$ cat src/rtl/core/htqp_pkg.sv
// ----------------------------------------------------------------------------
// htqp_pkg: shared types and constants of the quadratic probe hash table.
// Holds command and status codes and the queue entry passed front to back.
// ----------------------------------------------------------------------------
package htqp_pkg;

   localparam int DefTableSize   = 1543;
   localparam int DefMaxKeyBytes = 8;

   typedef enum logic [2:0] {
      CMD_INSERT   = 3'd0,
      CMD_CONTAINS = 3'd1,
      CMD_GET      = 3'd2,
      CMD_SET      = 3'd3,
      CMD_REMOVE   = 3'd4
   } cmd_type;

   localparam logic [1:0] ST_OK       = 2'd0;
   localparam logic [1:0] ST_NOTFOUND = 2'd1;
   localparam logic [1:0] ST_FULL     = 2'd2;

   // One classified command as it waits between front and back.
   typedef struct packed {
      logic [2:0]  command;
      logic [63:0] key;
      logic [3:0]  len;
      logic [31:0] value;
      logic [31:0] hash;
   } entry_type;

endpackage

$ cat src/rtl/core/htqp_front.sv
// ----------------------------------------------------------------------------
// htqp_front: key masking and hash computation.
// Masks the key to its length, runs Horner's rule one byte per cycle and
// pushes the finished entry to the queue.
// ----------------------------------------------------------------------------
module htqp_front
   import htqp_pkg::*;
#(
   parameter int MaxKeyBytes = DefMaxKeyBytes
) (
   input  logic               clock,
   input  logic               reset,
   input  logic               start,
   output logic               front_busy,
   input  logic [2:0]         req_command,
   input  logic [63:0]        req_key_bytes,
   input  logic [3:0]         req_key_length,
   input  logic [31:0]        req_value_in,
   output logic               push,
   output htqp_pkg::entry_type push_entry,
   input  logic               queue_full
);
   localparam logic [3:0] MaxLen = 4'(MaxKeyBytes);

   logic        active_ff, active_in;
   logic        done_ff, done_in;
   entry_type   ent_ff, ent_in;
   logic [3:0]  idx_ff, idx_in;
   logic [3:0]  len_sat;
   logic [63:0] mask;
   logic [7:0]  byte_cur;

   always_comb begin
      len_sat = (req_key_length > MaxLen) ? MaxLen : req_key_length;
      mask    = (len_sat >= 4'd8) ? '1 : ((64'd1 << {len_sat, 3'b000}) - 64'd1);
   end

   assign byte_cur   = ent_ff.key[{idx_ff[2:0], 3'b000} +: 8];
   assign front_busy = active_ff;
   assign push       = done_ff && !queue_full;
   assign push_entry = ent_ff;

   // Accept, then hash one byte per cycle, then wait for queue room.
   always_comb begin
      active_in = active_ff;
      done_in   = done_ff;
      ent_in    = ent_ff;
      idx_in    = idx_ff;
      if (!active_ff && start) begin
         active_in     = 1'b1;
         done_in       = (len_sat == 4'd0);
         ent_in.command = req_command;
         ent_in.key     = req_key_bytes & mask;
         ent_in.len     = len_sat;
         ent_in.value   = req_value_in;
         ent_in.hash    = '0;
         idx_in         = '0;
      end else if (active_ff && !done_ff) begin
         ent_in.hash = ent_ff.hash * 32'd37 + {{24{byte_cur[7]}}, byte_cur};
         idx_in      = idx_ff + 4'd1;
         done_in     = (idx_ff + 4'd1 == ent_ff.len);
      end else if (push) begin
         active_in = 1'b0;
         done_in   = 1'b0;
      end
   end

   always_ff @(posedge clock) begin
      if (reset) begin
         active_ff <= 1'b0;
         done_ff   <= 1'b0;
      end else begin
         active_ff <= active_in;
         done_ff   <= done_in;
      end
      ent_ff <= ent_in;
      idx_ff <= idx_in;
   end

endmodule

$ cat config.mk
export PLATFORM = sky130hd
export DESIGN_NAME = htqp_front
export DESIGN_NICKNAME = d
export VERILOG_FILES = /design/src/rtl/core/htqp_pkg.sv /design/src/rtl/core/htqp_front.sv
export SDC_FILE = /design/constraint.sdc
export NUM_CORES = 1
export LEC_CHECK = 0
export BUFFER_PORTS_ARGS = -buffer_cell sky130_fd_sc_hd__buf_2
export CORE_MARGIN = 2
export CORE_UTILIZATION = 49
export CTS_BUF_LIST = sky130_fd_sc_hd__clkbuf_4 sky130_fd_sc_hd__clkbuf_8
export CTS_CLUSTER_SIZE = 30
export DETAILED_ROUTE_END_ITERATION = 8
export PLACE_DENSITY = 0.75
export RECOVER_POWER = 25
export SYNTH_ARGS = -nofsm -noshare
export SYNTH_HDL_FRONTEND = slang
export SYNTH_SLANG_ARGS = --single-unit
$ cat constraint.sdc
create_clock -name clock -period 19.1 [get_ports clock]
set_input_delay 0.955 -clock clock [delete_from_list [all_inputs] [get_ports clock]]
set_output_delay 0.955 -clock clock [all_outputs]
set_load 0.02 [all_outputs]
==> results.sh <==
export IMPL_regArea_sq_mm=0.00385
export IMPL_fin_util_pct=59.9
export IMPL_cts_made_buffers=17
export IMPL_fin_nets=1317
export IMPL_ys_seq_area_share_pct=41.2
export IMPL_clockRootBuffer="clkbuf_8"
export IMPL_tightest_slew_ns=2.55
export IMPL_post_route_drc_count=0
export IMPL_synth_ff_type="edfxtp_1"
export IMPL_netlist_area_sq_mm=0.00935
export IMPL_core_area_sq_mm=0.0187
export IMPL_gp_congestion=0.855
export IMPL_r2r_start="idx_ff[1]"
export IMPL_synth_simple_area_share_pct=11.7
export IMPL_tritoncts="done"
export IMPL_cts_setup_buffers=0
export IMPL_violations="capacitance limit, slew limit"
export IMPL_synth_avg_cell_area_sq_um=11.4
export IMPL_fin_hold_ws_ns=0.494
export IMPL_cts_sinks=141
export IMPL_synth_seq_cells=141
export IMPL_area_growth_pct=19.9
export IMPL_n_antenna_cell=0
export IMPL_path_clk_slew_ns=0.09
export IMPL_synthMuxAreaShare_pct=5.09
export IMPL_setup_slack_ns=14.39
export IMPL_grt_pass1_vias=7168
export IMPL_cp_end_kind="flip-flop"
export IMPL_async_reset_ff_share_pct=0
export IMPL_fin_crit_ns=4.71
export IMPL_path_max_fanout=56
export IMPL_synth_compound_area_share_pct=9.01
export IMPL_drtIter0Drc=370
export IMPL_syn_inst=819
export IMPL_drive_above_1_share_pct=28.7
export IMPL_relSlewSlack_pct=-71.0
export IMPL_clockBufferDepth=2
export IMPL_start_util_pct=50.0
export IMPL_finalMaxSlewViolations=57
export IMPL_vias_per_cell=5.30
export IMPL_die_width_microns=142
export IMPL_antenna_found_initial=1
export IMPL_cts_max_level=4
export IMPL_max_clock_freq_mhz=212
export IMPL_cap_violations=1
export IMPL_critPathRequiredTime_ns=19.49
export IMPL_synth_xor_area_share_pct=3.19
export IMPL_ys_warn_count=0
export IMPL_yosys_cell_types_count=58
export IMPL_synth_top_family_by_area="adder cells"
export IMPL_cp_arrival_ns=5.10
export IMPL_setup_violations=0
export IMPL_syn_num_nets=1073
export IMPL_antenna_left=0
export IMPL_portBuffers=243
export IMPL_fp_dieArea_sq_mm=0.0202
export IMPL_fillCellCount=1564
export IMPL_status="finished with violations"
export IMPL_dp_worst_setup_slack_ns=14.43
export IMPL_reg2reg_to="push_entry[21]"
export IMPL_grt_usage_pct=25.0
export IMPL_std_cell_rows=50
export IMPL_grt_first_pass_wirelength_microns=38100
export IMPL_cts_hold_buf=0
export IMPL_io_pins=244
export IMPL_vias=6939
export IMPL_crit_path_start_kind="input port"
export IMPL_clk_insertion_delay_late_ns=0.47
export IMPL_critPathCapture="idx_ff[2]"
export IMPL_drt_wl_total_microns=24400
export IMPL_rrSetupSlack_ns=14.43
export IMPL_worstSetupStartpoint="start"
export IMPL_fin_crit_sh_pct=24.6
export IMPL_first_pass_iters=5
export IMPL_multi_input_area_sq_mm=0.00496
export IMPL_worstSetupPathType="input port to flip-flop"
export IMPL_holdCritPathClass="flip-flop to flip-flop"
export IMPL_rsz0062_at_grt="false"
export IMPL_fin_skew_ns=0.0167
export IMPL_finalHoldViolations=0
export IMPL_synth_edf_count=103
export IMPL_grt_overflow=0
export IMPL_grt_max_degree=60
export IMPL_reg2reg_depth=14
export IMPL_die_h_microns=142
export IMPL_worstHoldPathCells=2
export IMPL_wl_per_cell_microns=18.6
export IMPL_fin_setup_tns_ns=0
export IMPL_dp_hpwl_microns=19000
export IMPL_cts_resized=0
export IMPL_synth_adder_area_share_pct=23.9
[final cells by class]
cell class,count,area share (%)
Clock buffer,18,2.16
Timing Repair Buffer,249,11.2
Inverter,122,4.10
Multi-Input combinational cell,532,44.2
Sequential cell,141,34.4
Tap cell,234,2.61
Clock inverter,14,1.31
[flip-flops by register name, indices dropped and copies added (netlist names)]
signal,count
idx_ff,4
front_busy,1
done_ff,1
push_entry,135
[cells in the final DEF, fill, tap and decap left out, types with 6 or more instances in the layout]
cell | netlist | routed
nand2b_1 | 8 | 7
xnor2_1 | 20 | 20
a21o_1 | 8 | 8
mux2i_1 | 7 | 6
mux4_2 | 16 | 16
buf_2 | 2 | 239
nand2_1 | 45 | 45
clkbuf_8 | 0 | 17
o21ai_0 | 33 | 33
inv_6 | 0 | 8
nor3_1 | 10 | 10
fa_1 | 53 | 53
dfxtp_1 | 38 | 38
xor2_1 | 14 | 14
inv_1 | 122 | 121
nor2b_1 | 62 | 62
a21oi_1 | 35 | 35
ha_1 | 94 | 94
nand3_1 | 13 | 13
edfxtp_1 | 103 | 103
nor2_1 | 22 | 22
and2_1 | 9 | 6
[cells in the mapped netlist, types with 3 or more instances]
library cell / count / share of area, %
inv_1: 122 / 4.9
edfxtp_1: 103 / 33
ha_1: 94 / 13
nor2b_1: 62 / 4.1
fa_1: 53 / 11
nand2_1: 45 / 1.8
dfxtp_1: 38 / 8.1
a21oi_1: 35 / 1.9
o21ai_0: 33 / 1.8
nor2_1: 22 / 0.88
clkbuf_1: 20 / 0.80
xnor2_1: 20 / 1.9
mux4_2: 16 / 3.9
xor2_1: 14 / 1.3
nand3_1: 13 / 0.70
nor3_1: 10 / 0.54
and2_1: 9 / 0.60
a21o_1: 8 / 0.64
nand2b_1: 8 / 0.54
mux2i_1: 7 / 0.75
a21boi_0: 5 / 0.40
and3_1: 5 / 0.33
a211oi_1: 4 / 0.32
a221oi_1: 4 / 0.37
a31oi_1: 4 / 0.27
mux2_2: 4 / 0.48
nand4_1: 4 / 0.27
nor4_1: 4 / 0.27
a22o_1: 3 / 0.28
nor3b_1: 3 / 0.24
nor4b_1: 3 / 0.28
o211ai_1: 3 / 0.24
o21a_1: 3 / 0.24
o31a_1: 3 / 0.28
o31ai_1: 3 / 0.24
[critical path, stage by stage]
cell and delay, ns:
buf_2 0.12, nand2b_1 0.19, clkinvlp_2 1.95, nor2_1 1.22, buf_4 0.40, o21ai_0 0.13, o21ai_0 0.11
[per-stage QoR]
| step | instance area [sq um] | cells |
|---|---|---|
| after global routing | 11200 | 1310 |
| after global placement | 10800 | 1278 |
| after floorplan | 9350 | 819 |
| after detailed placement | 10800 | 1278 |
| final | 11200 | 1310 |
| after CTS | 11200 | 1310 |
[metal layers]
layer	vias up	track usage (%)	share of wire (%)
li1	3327	-	-
met1	3361	28.8	38
met2	220	44.7	52
met3	29	8.31	8.1
met4	2	6.79	1.6
met5	-	0	0.045
[worst min-delay path by stage]
stage               from        end  slack (ns)
3_3_place_gp   idx_ff[3]  idx_ff[3]        0.46
5_1_grt        idx_ff[3]  idx_ff[3]        0.52
3_5_place_dp   idx_ff[3]  idx_ff[3]        0.48
2_1_floorplan  idx_ff[3]  idx_ff[3]        0.44
4_1_cts        idx_ff[3]  idx_ff[3]        0.50
6_report       idx_ff[3]  idx_ff[3]        0.49
[cells by family (layout without fill, tap and decap cells)]
logic type / after synthesis / in the layout
AOI/OAI and AO/OA: 125 / 125
and+or+nand+nor: 199 / 199
muxes: 27 / 27
DFF: 141 / 141
xor gates and xnor gates: 34 / 34
adders and majority gates: 147 / 147
buffers and inverters: 146 / 403
Power is left out: the tool's default activity adds up to more than one toggle a clock period on the data nets, which glitch-free logic cannot reach.
