--- config.mk ---
export PLATFORM = sky130hd
export DESIGN_NAME = htqp_queue
export DESIGN_NICKNAME = d
export VERILOG_FILES = /design/src/rtl/core/htqp_pkg.sv /design/src/rtl/core/htqp_queue.sv
export SDC_FILE = /design/constraint.sdc
export NUM_CORES = 1
export LEC_CHECK = 0
export ABC_AREA = 1
export BUFFER_PORTS_ARGS = -buffer_cell sky130_fd_sc_hd__buf_2
export CAP_MARGIN = 20
export CORE_UTILIZATION = 40
export CTS_CLUSTER_DIAMETER = 50
export DETAILED_ROUTE_END_ITERATION = 16
export PLACE_DENSITY_LB_ADDON = 0.12
export SETUP_SLACK_MARGIN = 0.1
export SLEW_MARGIN = 0
export SYNTH_ARGS = -nofsm -noshare
export SYNTH_HDL_FRONTEND = slang
export SYNTH_SLANG_ARGS = --single-unit
--- constraint.sdc ---
create_clock -name clock -period 9.4 [get_ports clock]
set_input_delay 0.47 -clock clock [delete_from_list [all_inputs] [get_ports clock]]
set_output_delay 0.47 -clock clock [all_outputs]
set_load 0.01 [all_outputs]
--- src/rtl/core/htqp_pkg.sv ---
// ----------------------------------------------------------------------------
// htqp_pkg: shared types and constants of the quadratic probe hash table.
// Holds command and status codes and the queue entry passed front to back.
// ----------------------------------------------------------------------------
package htqp_pkg;

   localparam int DefTableSize   = 1543;
   localparam int DefMaxKeyBytes = 8;

   typedef enum logic [2:0] {
      CMD_INSERT   = 3'd0,
      CMD_CONTAINS = 3'd1,
      CMD_GET      = 3'd2,
      CMD_SET      = 3'd3,
      CMD_REMOVE   = 3'd4
   } cmd_type;

   localparam logic [1:0] ST_OK       = 2'd0;
   localparam logic [1:0] ST_NOTFOUND = 2'd1;
   localparam logic [1:0] ST_FULL     = 2'd2;

   // One classified command as it waits between front and back.
   typedef struct packed {
      logic [2:0]  command;
      logic [63:0] key;
      logic [3:0]  len;
      logic [31:0] value;
      logic [31:0] hash;
   } entry_type;

endpackage

--- src/rtl/core/htqp_queue.sv ---
// ----------------------------------------------------------------------------
// htqp_queue: two-entry queue between the hashing front and the probe back.
// ----------------------------------------------------------------------------
module htqp_queue
   import htqp_pkg::*;
(
   input  logic               clock,
   input  logic               reset,
   input  logic               push,
   input  htqp_pkg::entry_type push_entry,
   output logic               full,
   input  logic               pop,
   output logic               not_empty,
   output htqp_pkg::entry_type head
);
   entry_type  mem_ff [2];
   logic       wr_ff, rd_ff;
   logic [1:0] cnt_ff, cnt_in;

   assign full      = (cnt_ff == 2'd2);
   assign not_empty = (cnt_ff != 2'd0);
   assign head      = mem_ff[rd_ff];

   always_comb begin
      cnt_in = cnt_ff + {1'b0, push} - {1'b0, pop};
   end

   // Pointer and count update; storage needs no reset.
   always_ff @(posedge clock) begin
      if (reset) begin
         wr_ff  <= 1'b0;
         rd_ff  <= 1'b0;
         cnt_ff <= '0;
      end else begin
         if (push) wr_ff <= !wr_ff;
         if (pop)  rd_ff <= !rd_ff;
         cnt_ff <= cnt_in;
      end
      if (push) mem_ff[wr_ff] <= push_entry;
   end

endmodule

==> flow_metrics.py, run 1 <==
metrics = {
    "global_routing": {
        "grt.overflow.total": 0,
        "grt_pass1_wl_um": 29700,
        "grt_pass1_vias": 5496,
        "grt_max_degree": 77,
        "grt_util_all_layers": 0.150,
        "antenna_found_initial": 6,
    },
    "die": {
        "core_area_um2": 24600,
        "die_h_um": 161,
        "row_count": 57,
        "dieArea_um2": 26000,
        "ios": 276,
        "die_w_um": 161,
        "start_util": 0.413,
    },
    "setup_path": {
        "end_kind": "primary output",
        "path_max_fanout": 60,
        "crit_arrival_ns": 3.05,
        "r2r_cells": 3,
        "r2r_start": "wr_ff",
        "required_ns": 8.93,
        "crit_type": "reg -> out",
        "cp-start-kind": "register",
    },
    "clock_tree": {
        "tritoncts": "yes",
        "cts.sinks": 275,
        "cts_root_buf": "clkbuf_16",
        "cts_resized": 0,
        "clk_pin_slew_worst_paths_ns": 0.06,
        "cts_max_level": 1,
        "clock_latency_ns": 0.53,
        "cts_buffers": 30,
        "hold_buffers": 0,
        "clk_path_buf_depth": 3,
        "post_cts_buffers": 0,
    },
    "timing": {
        "worst_clock_skew_ns": 0.0115,
        "fin_ws_ns": 5.88,
        "layout_min_cycle_time_ns": 3.52,
        "max_slew_margin": 0.310,
        "slew_violations": 0,
        "hold_viol_final": 0,
        "setup_tns_ns": 0,
        "timing.final.crit_share": 0.375,
        "clock.fmax_ghz": 0.284,
        "worstMarginPinSlew_ns": 1.03,
        "setup_viol": 0,
        "rsz0062_at_grt": "false",
    },
    "route": {
        "vias_per_cell": 4.66,
        "drtIter0Drc": 279,
        "drc": 0,
        "final_antenna_net_count": 0,
        "first_pass_iters": 4,
        "via_count": 5118,
        "wl_per_cell_um": 17.9,
        "wirelength_um": 19700,
    },
    "place": {
        "port_buffers": 275,
        "preCtsSetupSlack_ns": 6.23,
        "finalWeightedCongestion": 0.706,
        "hpwl_um": 13000,
        "postPlaceCellArea_um2": 11900,
    },
    "logic_synthesis": {
        "yosys.area.top_type": "edfxtp_1",
        "async_flop_share": 0,
        "synth_seq_area_share": 0.808,
        "yosysWarnings": 0,
        "ys_top_cells_by_area": "edfxtp_1 80%, mux2_2 9.4%, mux2_4 7.4%",
        "synth_most_common_cell": "edfxtp_1",
        "syn_avg_cell_area_um2": 22.5,
        "synth_area_um2": 10200,
        "ys.flop_type": "edfxtp_1",
        "synthesis.nets": 592,
        "syn_inst": 451,
        "ys_seq_elements": 275,
        "yosys-top-cells-count": "270 x edfxtp_1, 85 x mux2_2, 50 x mux2_4",
        "yosysTopAreaCellShare": 0.798,
        "yosysUniqueCellTypes": 14,
        "synth_edf_count": 270,
    },
    "worst_hold_path": {
        "worstHoldPathType": "in -> reg",
        "hp-start": "push_entry[64]",
        "whs_path_depth": 1,
    },
    "power": {
        "p_leak_nw": 4.93,
        "peakVddDrop_mv": 0.141,
        "pwr_density_cell_nw_per_um2": 220,
    },
    "layout": {
        "area_delta_synth_final_pct": 26.6,
        "nNetsFinal": 889,
        "utilization": 0.523,
        "drive_gt1_frac": 0.596,
        "design_area_um2": 12900,
    },
    "outcome": {
        "outcome": "completed",
    },
    "flow_run": {
        "cap_viol_max_count": 0,
    },
}
cell usage in the layout, fill, tap and decap left out, types with 2 or more instances in the layout:
cell,n
buf_2,275
buf_4,4
bufinv_16,2
clkbuf_1,4
clkbuf_16,31
clkinv_1,9
clkinv_2,3
clkinvlp_4,2
dfxtp_1,4
diode_2,4
edfxtp_1,270
ha_1,2
inv_1,7
mux2_2,85
mux2_4,50
nand2_1,5
nor2_1,6
power breakdown:
part | leakage, nW | switching, mW | internal (mW)
registers | 2.58 | 0.0262 | 1.42
logic | 1.89 | 0.141 | 0.142
clock network | 0.458 | 0.448 | 0.655
total | 4.93 | 0.615 | 2.22
metrics by stage:
stage	std cells	hold slack, ns	total power, mW
after floorplan	451	0.480	1.64
after global placement	1039	0.499	1.75
after detailed placement	1039	0.521	1.76
after CTS	1093	0.0879	2.88
after global routing	1096	0.0841	2.95
final	1098	0.120	2.83
logic make-up after synthesis:
family                     after synthesis  synth area share
DFF                                    275             0.808
and+or+nand+nor                         14           0.00542
muxes                                  135             0.168
xor gates and xnor gates                 1          0.000862
adders and majority gates                2           0.00246
buffers and inverters                   23            0.0147
AOI/OAI and AO/OA                        1          0.000492
state kept, by name (all words and copies together) (netlist names), named ones only:
signal and cells:
cnt_ff 2, rd_ff 1, wr_ff 1, mem_ff 270
final timing paths:
path / slack, ns / end
worst min-delay path: 0.12 / mem_ff[0][64]
worst min register to register: 0.52 / rd_ff
worst max-delay path: 5.88 / head[11]
worst max register to register: 7.04 / mem_ff[1][12]
cell type report:
class	count	area, um^2
fillers	2042	11700
flip-flops and latches	275	8210
multi-input cells	153	1810
repair buffers	280	1430
clock buffers	35	791
well taps	324	405
clock inverters	19	160
inverters	8	35.0
diodes	4	10.0
worst max-delay path, stage by stage, from the launching register on:
cell and delay (ns):
dfxtp_4 0.98, buf_4 0.61, buf_16 0.30, mux2_2 0.40, buf_2 0.15
routing by layer:
| metal | vias to the layer above | share of wire | track usage | wire length (um) |
|---|---|---|---|---|
| met4 | 6 | 0.024 | 0.0403 | 469 |
| met3 | 39 | 0.099 | 0.0580 | 1950 |
| met2 | 203 | 0.49 | 0.258 | 9720 |
| met5 | - | 0.0013 | 0 | 26 |
| met1 | 2485 | 0.38 | 0.174 | 7480 |
| li1 | 2385 | - | - | - |
(Power assumes the default switching activity.)
==> run 2: changes to the inputs <==
ABC_AREA = 0   (was 1)
clock period = 2.87 ns   (was 9.4 ns; I/O delays follow)
==> run 2 against run 1 <==
  * Die area is essentially flat
  * First-iteration DRC count shrank 21%
  * Global-route usage grew 0.66 points
  * Cell count grew 12%
  * Flip-flop and latch count unchanged
  * Utilization up 5.6 points
  * Synthesized cell count down 2.2%
  * Setup slack worse by 5.3 ns
  * Register-to-register slack got worse by 5.7 ns
  * Worst hold slack improved by 0.20 ns
  * Wire length is 5.5% higher
==> flow_metrics.py, run 2 <==
metrics = {
    "die": {
        "start_util": 0.413,
        "row_count": 57,
        "core_area_um2": 24600,
        "ios": 276,
        "dieArea_um2": 26000,
        "die_w_um": 161,
        "die_h_um": 161,
    },
    "layout": {
        "mostFrequentLayoutCells": "275 x buf_2, 270 x edfxtp_1, 139 x dlygate4sd3_1",
        "area_delta_synth_final_pct": 40.1,
        "top_register": "mem_ff",
        "reg_top3": "mem_ff x270, cnt_ff x2",
        "design_area_um2": 14200,
        "nNetsFinal": 1023,
        "largest_reg_flops": 270,
        "mostFrequentLayoutCell": "buf_2",
        "drive_gt1_frac": 0.513,
    },
    "place": {
        "port_buffers": 275,
        "finalWeightedCongestion": 0.739,
        "preCtsSetupSlack_ns": 1.09,
        "hpwl_um": 13000,
        "postPlaceCellArea_um2": 12000,
    },
    "worst_hold_path": {
        "worstHoldPathType": "in -> reg",
        "hp-start": "push_entry[21]",
    },
    "logic_synthesis": {
        "syn_inst": 441,
        "syn_avg_cell_area_um2": 23.0,
        "ys_top_cells_by_area": "edfxtp_1 80%, mux2_2 9.4%, mux2_4 7.4%",
        "yosysUniqueCellTypes": 14,
        "ys_seq_elements": 275,
        "synthesis.nets": 582,
        "yosysTopAreaCellShare": 0.799,
        "synth_edf_count": 270,
        "yosysWarnings": 0,
        "synth_seq_area_share": 0.808,
        "synth_area_um2": 10200,
        "async_flop_share": 0,
        "yosys.area.top_type": "edfxtp_1",
        "synth_most_common_cell": "edfxtp_1",
        "ys.flop_type": "edfxtp_1",
        "yosys-top-cells-count": "270 x edfxtp_1, 85 x mux2_2, 50 x mux2_4",
    },
    "timing": {
        "worstMarginPinSlew_ns": 0.763,
        "max_slew_margin": 0.492,
        "fin_ws_ns": 0.561,
        "setup_viol": 0,
        "clock.fmax_ghz": 0.433,
        "setup_tns_ns": 0,
        "timing.final.crit_share": 0.804,
        "layout_min_cycle_time_ns": 2.31,
        "worst_clock_skew_ns": 0.0153,
        "slew_violations": 0,
        "hold_viol_final": 0,
        "rsz0062_at_grt": "false",
    },
    "power": {
        "power_mw": 9.32,
        "switching_share": 0.221,
        "peakVddDrop_mv": 0.545,
        "intPower_mw": 7.26,
        "pwr_density_cell_nw_per_um2": 655,
        "power.switching_mw": 2.06,
        "p_leak_nw": 5.49,
        "power_frac_seq": 0.513,
        "p_clk_frac": 0.360,
        "comb_power_share": 0.127,
    },
    "route": {
        "wirelength_um": 20700,
        "vias_per_cell": 4.57,
        "final_antenna_net_count": 0,
        "drtIter0Drc": 221,
        "wl_per_cell_um": 16.9,
        "drc": 0,
        "first_pass_iters": 6,
        "via_count": 5615,
    },
    "setup_path": {
        "required_ns": 2.73,
        "crit_type": "reg -> out",
        "slowest_stage": "dfxtp_4",
        "cp_top_family": "flip-flops",
        "end_kind": "primary output",
        "crit_arrival_ns": 2.17,
        "path_max_fanout": 40,
        "cp-start-kind": "register",
        "cpPeakStageDelay_ns": 0.77,
        "path_cells": "buf_12 > mux2_2 > buf_2",
        "crit_buf_inv": 2,
        "r2r_start": "wr_ff",
    },
    "global_routing": {
        "grt_util_all_layers": 0.156,
        "grt_pass1_wl_um": 31500,
        "grt_pass1_vias": 5940,
        "grt_max_degree": 90,
        "antenna_found_initial": 2,
        "grt.overflow.total": 0,
    },
    "flow_run": {
        "cap_viol_max_count": 0,
    },
    "clock_tree": {
        "clk_path_buf_depth": 3,
        "clock_latency_ns": 0.54,
        "post_cts_buffers": 0,
        "cts_max_level": 1,
        "cts_resized": 0,
        "cts.sinks": 275,
        "hold_buffers": 139,
        "tritoncts": "yes",
        "cts_root_buf": "clkbuf_16",
        "clk_pin_slew_worst_paths_ns": 0.06,
        "cts_buffers": 29,
    },
    "outcome": {
        "outcome": "completed",
    },
}
[run 2: cell types whose count changed after synthesis, moves of 3 or more]
| cell | before | now |
|---|---|---|
| inv_1 | 8 | 2 |
| nand2_1 | 5 | 0 |
| nor2_1 | 7 | 4 |
| nor2b_1 | 0 | 3 |
[run 2: per-stage QoR]
stage,utilization,hold slack [ns],std cells
6_report,0.578,0.320,1229
5_1_grt,0.578,0.305,1229
4_1_cts,0.578,0.294,1227
3_5_place_dp,0.487,0.335,1036
3_3_place_gp,0.487,0.331,1036
2_1_floorplan,-,0.215,441
[run 2: path summary, 6_finish.rpt]
kind	end	slack, ns	cells past startpoint
worst max-delay path	head[0]	0.56	3
worst min-delay path	mem_ff[1][21]	0.32	2
worst max register to register	mem_ff[0][115]	1.35	2
worst min register to register	rd_ff	0.53	2
[run 2: final cells by class]
| cell class | instances | area [um^2] |
|---|---|---|
| well taps | 324 | 405 |
| clock buffers | 35 | 748 |
| diodes | 2 | 5.00 |
| multi-input cells | 149 | 1830 |
| repair buffers | 425 | 2910 |
| inverters | 2 | 7.51 |
| flip-flops and latches | 275 | 8210 |
| fillers | 1881 | 10400 |
| clock inverters | 17 | 106 |
[run 2: kinds of logic (layout without fill, tap and decap cells)]
| kind of cell | count (synthesis) | after routing | synth area share |
|---|---|---|---|
| AND/OR/NAND/NOR | 9 | 9 | 0.00456 |
| multiplexers | 135 | 135 | 0.168 |
| other | 0 | 2 | 0 |
| adder cells (fa/ha/maj) | 2 | 2 | 0.00246 |
| flip-flops | 275 | 275 | 0.808 |
| XOR/XNOR | 3 | 3 | 0.00394 |
| buffers and inverters | 17 | 479 | 0.0124 |
[run 2: power by group through the flow]
| stage | clock (mW) | combinational [mW] | sequential [mW] |
|---|---|---|---|
| after floorplan | 0 | 0.626 | 4.83 |
| after global placement | 0 | 1.03 | 4.85 |
| after detailed placement | 0 | 1.04 | 4.86 |
| after CTS | 3.45 | 1.20 | 4.78 |
| after global routing | 3.61 | 1.28 | 4.80 |
| final | 3.36 | 1.19 | 4.78 |
[run 2: per-layer routing]
layer | GRT usage | up-vias | routed length [um]
met1 | 0.186 | 2721 | 8450
met4 | 0.0485 | 0 | 548
li1 | - | 2638 | -
met2 | 0.268 | 216 | 10000
met5 | 0 | - | 0
met3 | 0.0524 | 40 | 1700
